**src/rtl/sdu_pkg.sv**
```systemverilog
// Shared types and constants for the system-exclusive dump unpacker.
// Used by sdu_step and sysex_dump_unpacker_core; no dependencies.
package sdu_pkg;

  typedef enum logic [1:0] {
    STATUS_OK         = 2'd0,
    STATUS_BAD_HEADER = 2'd1,
    STATUS_BAD_TYPE   = 2'd2
  } status_t;

  typedef struct packed {
    logic [3:0] byte_position;
    logic       is_program_dump;
    logic [2:0] group_position;
    logic [7:0] guide_byte;
    status_t    reject_code;
  } state_t;

  typedef struct packed {
    logic       emit;
    logic [7:0] decoded_value;
    logic       has_data;
    logic       end_of_message;
    status_t    status;
  } result_t;

  localparam logic [7:0] SYSEX_START     = 8'hF0;
  localparam logic [7:0] SYSEX_END       = 8'hF7;
  localparam logic [7:0] MFR_ID_0        = 8'h00;
  localparam logic [7:0] MFR_ID_1        = 8'h20;
  localparam logic [7:0] MFR_ID_2        = 8'h32;
  localparam logic [7:0] MODEL_ID        = 8'h20;
  localparam logic [7:0] MSG_PROGRAM     = 8'h02;
  localparam logic [7:0] MSG_EDIT_BUFFER = 8'h04;

  localparam logic [3:0] POS_MFR_0       = 4'd1;
  localparam logic [3:0] POS_MFR_1       = 4'd2;
  localparam logic [3:0] POS_MFR_2       = 4'd3;
  localparam logic [3:0] POS_MODEL       = 4'd4;
  localparam logic [3:0] POS_MSG_TYPE    = 4'd6;
  localparam logic [3:0] POS_MIN_FINAL   = 4'd9;
  localparam logic [3:0] POS_SAT         = 4'd10;
  localparam logic [3:0] START_PROGRAM   = 4'd10;
  localparam logic [3:0] START_EDIT      = 4'd8;
  localparam logic [2:0] GROUP_LAST      = 3'd7;

endpackage

```
**src/rtl/sdu_step.sv**
```systemverilog
// Combinational per-beat logic: header checks, group unpacking and the end marker.
// Depends on sdu_pkg.
module sdu_step (
  input  sdu_pkg::state_t  cur,
  input  logic [7:0]       data_byte,
  input  logic             final_byte,
  output sdu_pkg::state_t  nxt,
  output sdu_pkg::result_t res
);
  import sdu_pkg::*;

  logic [3:0] pos;
  logic       hdr_bad;
  logic       payload;
  logic       start_ok;
  logic [2:0] idx;
  logic       has;
  logic [7:0] val;
  status_t    rej;
  logic       prog;
  status_t    st;

  assign pos = cur.byte_position;
  assign hdr_bad = (pos == 4'd0 && data_byte != SYSEX_START) ||
                   (pos == POS_MFR_0 && data_byte != MFR_ID_0) ||
                   (pos == POS_MFR_1 && data_byte != MFR_ID_1) ||
                   (pos == POS_MFR_2 && data_byte != MFR_ID_2) ||
                   (pos == POS_MODEL && data_byte != MODEL_ID);
  assign idx = cur.group_position - 3'd1;

  always_comb begin
    rej  = cur.reject_code;
    prog = cur.is_program_dump;
    if (cur.reject_code == STATUS_OK) begin
      if (hdr_bad) begin
        rej = STATUS_BAD_HEADER;
      end else if (pos == POS_MSG_TYPE) begin
        if (data_byte == MSG_PROGRAM) begin
          prog = 1'b1;
        end else if (data_byte == MSG_EDIT_BUFFER) begin
          prog = 1'b0;
        end else begin
          rej = STATUS_BAD_TYPE;
        end
      end
    end

    start_ok = prog ? (pos >= START_PROGRAM) : (pos >= START_EDIT);
    payload  = (rej == STATUS_OK) && start_ok && !(final_byte && data_byte == SYSEX_END);

    nxt                 = cur;
    nxt.reject_code     = rej;
    nxt.is_program_dump = prog;
    nxt.byte_position   = (pos < POS_SAT) ? pos + 4'd1 : pos;
    has = 1'b0;
    val = 8'd0;
    if (payload) begin
      if (cur.group_position == 3'd0) begin
        nxt.guide_byte     = data_byte;
        nxt.group_position = 3'd1;
      end else begin
        val = {cur.guide_byte[idx] | data_byte[7], data_byte[6:0]};
        has = 1'b1;
        nxt.group_position = (cur.group_position == GROUP_LAST) ? 3'd0
                                                                : cur.group_position + 3'd1;
      end
    end

    st = (pos < POS_MIN_FINAL) ? STATUS_BAD_HEADER : rej;
    if (final_byte) begin
      nxt = '0;
      if (st != STATUS_OK) begin
        has = 1'b0;
      end
      res.emit           = 1'b1;
      res.end_of_message = 1'b1;
      res.status         = st;
    end else begin
      res.emit           = has;
      res.end_of_message = 1'b0;
      res.status         = STATUS_OK;
    end
    res.has_data      = has;
    res.decoded_value = has ? val : 8'd0;
  end

endmodule

```
**src/rtl/sysex_dump_unpacker_core.sv**
```systemverilog
// An accepted beat goes to the input register, and its result then goes to the result register.
// Throughput: one byte per cycle unless stalled, set by one pass from input to result register.
// Reset clears the input and result valid flags and the message state; no clearing pass.
// Top level of the system-exclusive dump unpacker with valid/stall channels.
// Depends on sdu_pkg and sdu_step.
module sysex_dump_unpacker_core (
  input  logic       clk,
  input  logic       rst,
  input  logic       in_valid,
  output logic       in_stall,
  input  logic [7:0] data_byte,
  input  logic       final_byte,
  output logic       out_valid,
  input  logic       out_stall,
  output logic [7:0] decoded_value,
  output logic       has_data,
  output logic       end_of_message,
  output logic [1:0] status
);
  import sdu_pkg::*;

  logic       s1_valid;
  logic [7:0] s1_byte;
  logic       s1_final;
  state_t     cur;
  state_t     cur_next;
  result_t    res;
  result_t    out_q;
  logic       out_ready;
  logic       advance;
  logic       in_accept;

  assign out_ready = !out_valid || !out_stall;
  assign advance   = s1_valid && out_ready;
  assign in_stall  = s1_valid && !out_ready;
  assign in_accept = in_valid && !in_stall;

  sdu_step u_step (
    .cur        (cur),
    .data_byte  (s1_byte),
    .final_byte (s1_final),
    .nxt        (cur_next),
    .res        (res)
  );

  always_ff @(posedge clk) begin
    if (rst) begin
      s1_valid  <= 1'b0;
      out_valid <= 1'b0;
      cur       <= '0;
    end else begin
      if (in_accept) begin
        s1_valid <= 1'b1;
      end else if (advance) begin
        s1_valid <= 1'b0;
      end
      if (advance) begin
        cur       <= cur_next;
        out_valid <= res.emit;
      end else if (out_ready) begin
        out_valid <= 1'b0;
      end
    end
  end

  always_ff @(posedge clk) begin
    if (in_accept) begin
      s1_byte  <= data_byte;
      s1_final <= final_byte;
    end
    if (advance && res.emit) begin
      out_q <= res;
    end
  end

  assign decoded_value  = out_q.decoded_value;
  assign has_data       = out_q.has_data;
  assign end_of_message = out_q.end_of_message;
  assign status         = out_q.status;

endmodule
```
**config.mk**
```make
export PLATFORM = sky130hd
export DESIGN_NAME = sysex_dump_unpacker_core
export DESIGN_NICKNAME = d
export VERILOG_FILES = /design/src/rtl/sdu_pkg.sv /design/src/rtl/sdu_step.sv /design/src/rtl/sysex_dump_unpacker_core.sv
export SDC_FILE = /design/constraint.sdc
export NUM_CORES = 1
export LEC_CHECK = 0
export CORE_ASPECT_RATIO = 1.25
export CORE_UTILIZATION = 46
export CTS_CLUSTER_DIAMETER = 150
export DETAILED_ROUTE_END_ITERATION = 8
export DONT_BUFFER_PORTS = 1
export MAX_ROUTING_LAYER = met4
export SLEW_MARGIN = 5
export SYNTH_ARGS = -nofsm -noshare
export SYNTH_HDL_FRONTEND = slang
export SYNTH_SLANG_ARGS = --single-unit
```
**constraint.sdc**
```tcl
create_clock -name clk -period 4.1 [get_ports clk]
set_input_delay 0.41 -clock clk [delete_from_list [all_inputs] [get_ports clk]]
set_output_delay 0.41 -clock clk [all_outputs]
set_load 0.02 [all_outputs]
```
==> metrics.yaml <==
status: "completed"
period_minus_slack_ns: 2.525
synth-async-reset-ratio_pct: 0
worst-setup-path-type: "flop to flop"
synth_compound_area_share_pct: 15.08
grt_overflow: 0
area_growth_pct: 7.638
rsz0062_at_grt: "no"
port_buffers: 0
cts_tree: "yes"
drive_gt1_share_pct: 9.605
tns_ns: 0
timing.hold.ws_ns: 0.1832
io_pins: 27
clockBufferDepth: 2
grt_pass1_wl_um: 6299
ys_seq_elements: 41
clk_latency_ns: 0.29
yosysWarnings: 0
routedWlPerCell_um: 16.48
cts.sinks: 41
tightest_slew_ns: 1.022
hp-start: "rst"
synth_top_family_by_area: "simple AND/OR/NAND/NOR gates"
htreeDepth: 2
grt_max_degree: 17
max_freq_mhz: 396.0
fp.dieH_um: 74.78
final-max-slew-violation-count: 0
path_common_cell: "nor2_1"
start_util_pct: 47.94
die_w_um: 60.23
syn_area_per_cell_um2: 11.20
clk_pin_slew_ns: 0.08
root_buffer: "clkbuf_8"
power_density_nw_per_um2: 382.1
yosys-top-cells-count: "edfxtp_1 (21), dfxtp_1 (20), nor2_1 (16), nand2_1 (11)"
min_path_cells: 1
synth_sequential_area_ratio_pct: 52.89
final_hold_viol_count: 0
dieArea_um2: 4504
r2r_cells: 5
synth-simple-area-share_pct: 18.68
cts_setup_buffers: 0
rows: 26
yosysMostFrequentCell: "edfxtp_1"
routed_wl_um: 3840
synth.area.mux_share_pct: 3.915
synth_area_um2: 1949
drt_first_iter_violations: 67
yosys.area_share.xor_xnor_pct: 0.4493
hold_end: "out_valid"
r2r-end: "end_of_message"
antenna_cells: 0
cp_slowest_cell: "nor2_1"
dp_hpwl_um: 2792
cp.arrival_ns: 2.43
hold_buffers: 0
cp.required_ns: 4.01
fin_nets: 198
synth_area_leaders: "edfxtp_1 (32%), dfxtp_1 (21%), ha_1 (5.8%)"
vias_per_cell: 5.721
ys_types: 46
syn-num-nets: 196
synth_adder_area_share_pct: 5.777
endpoint_kind: "flop"
hold_class: "input pin to flop"
cts_resized: 0
synth-edff-count: 21
grt_pass1_vias: 1285
yosysTopAreaCellShare_pct: 32.35
crit_path_max_fanout: 12
synth_top_area_cell: "edfxtp_1"
numCtsBuffers: 5
crit_path_max_incr_delay_ns: 0.79
min_period_over_period_pct: 61.59
num_vias: 1333
core_um2: 4066
grt_antenna_before_repair: 0
maxCapViolCount: 0
finClkSkew_ns: 0.01036
critPathBufInv: 0
grt.total_usage_pct: 20.16
ant_nets: 0
syn_inst: 174
worstSetupStartpointType: "flop"
p_leak_nw: 0.7265
firstDrtPassIters: 5
timing.max_slew.rel_slack_pct: 31.61
setup_viol: 0
ir_worst_vdd_mv: 0.2113
r2r-start: "cur[17]"
drc: 0
cp_cell_sequence: "or3b_1 > nor2_1 > and2_1 > nor2_1 > nor2_1"
place.gp.congestion: 0.8855
critPathTopFamily: "simple AND/OR/NAND/NOR gates"
synth_top_flop_cell: "edfxtp_1"
ff2ff_setup_slack_ns: 1.57
-- placed cells by master, fill, tap and decap left out, types with 2 or more instances in the layout --
master / instances
edfxtp_1: 21
dfxtp_1: 20
nor2_1: 16
nand2_1: 11
inv_1: 9
ha_1: 9
and2_1: 8
o21ai_0: 8
a21oi_1: 7
nor3_1: 7
a22o_1: 7
clkbuf_8: 5
nand4_1: 3
a31oi_1: 3
a32oi_1: 3
and3_1: 2
nand4b_1: 2
o21a_1: 2
mux2i_1: 2
or4_1: 2
mux4_2: 2
a21boi_0: 2
nand3_1: 2
-- per-layer routing --
layer  global-route usage, %  up-vias  part of all wire, %
li1                        -      647                    -
met1                   23.30      634                   44
met2                   33.33       43                   50
met3                   3.780        9                  3.6
met4                   9.561        0                  2.3
met5                       -        -                    0
-- kinds of logic after synthesis --
group                    count (synthesis)
AO/OA/AOI/OAI                           41
buffers and inverters                   14
flip-flops                              41
XOR/XNOR                                 1
adder cells (fa/ha/maj)                  9
AND/OR/NAND/NOR                         63
multiplexers                             5
-- worst max-delay path by stage --
stage / startpoint / endpoint / cells after the start
final: cur[17] / end_of_message / 5
after global routing: cur[17] / end_of_message / 5
after CTS: cur[17] / end_of_message / 5
after detailed placement: cur[17] / decoded_value[6] / 5
after global placement: cur[17] / decoded_value[2] / 5
after floorplan: cur[17] / decoded_value[0] / 6
-- layout make-up --
cell class,count,area [um2]
clock buffers,6,72.57
well taps,56,70.07
flip-flops and latches,41,1031
clock inverters,2,35.03
fillers,364,1968
inverters,9,33.78
multi-input cells,119,855.8
-- metrics by stage --
step | instances | setup slack, ns | util [%] | cell area [um2] | power, mW
after floorplan | 174 | 1.995 | - | 1949 | 0.4870
after global placement | 225 | 1.681 | 48.95 | 1991 | 0.4962
after detailed placement | 225 | 1.555 | 48.95 | 1991 | 0.4970
after CTS | 233 | 1.575 | 51.60 | 2098 | 0.8060
after global routing | 233 | 1.355 | 51.60 | 2098 | 0.8293
final | 233 | 1.575 | 51.60 | 2098 | 0.8018
-- registers in the layout, indices dropped and copies added, names as in the netlist --
signal	count
out_valid	1
has_data	1
cur	18
s1_valid	1
end_of_message	1
status	2
s1_final	1
s1_byte	8
decoded_value	8
-- power by group --
group          internal, mW  total, mW  switching [mW]
sequential            0.441      0.459          0.0174
combinational        0.0101     0.0286          0.0185
clock                 0.181      0.314           0.134
total                 0.632      0.802           0.170
No activity file was read; power rests on OpenSTA's default activity.
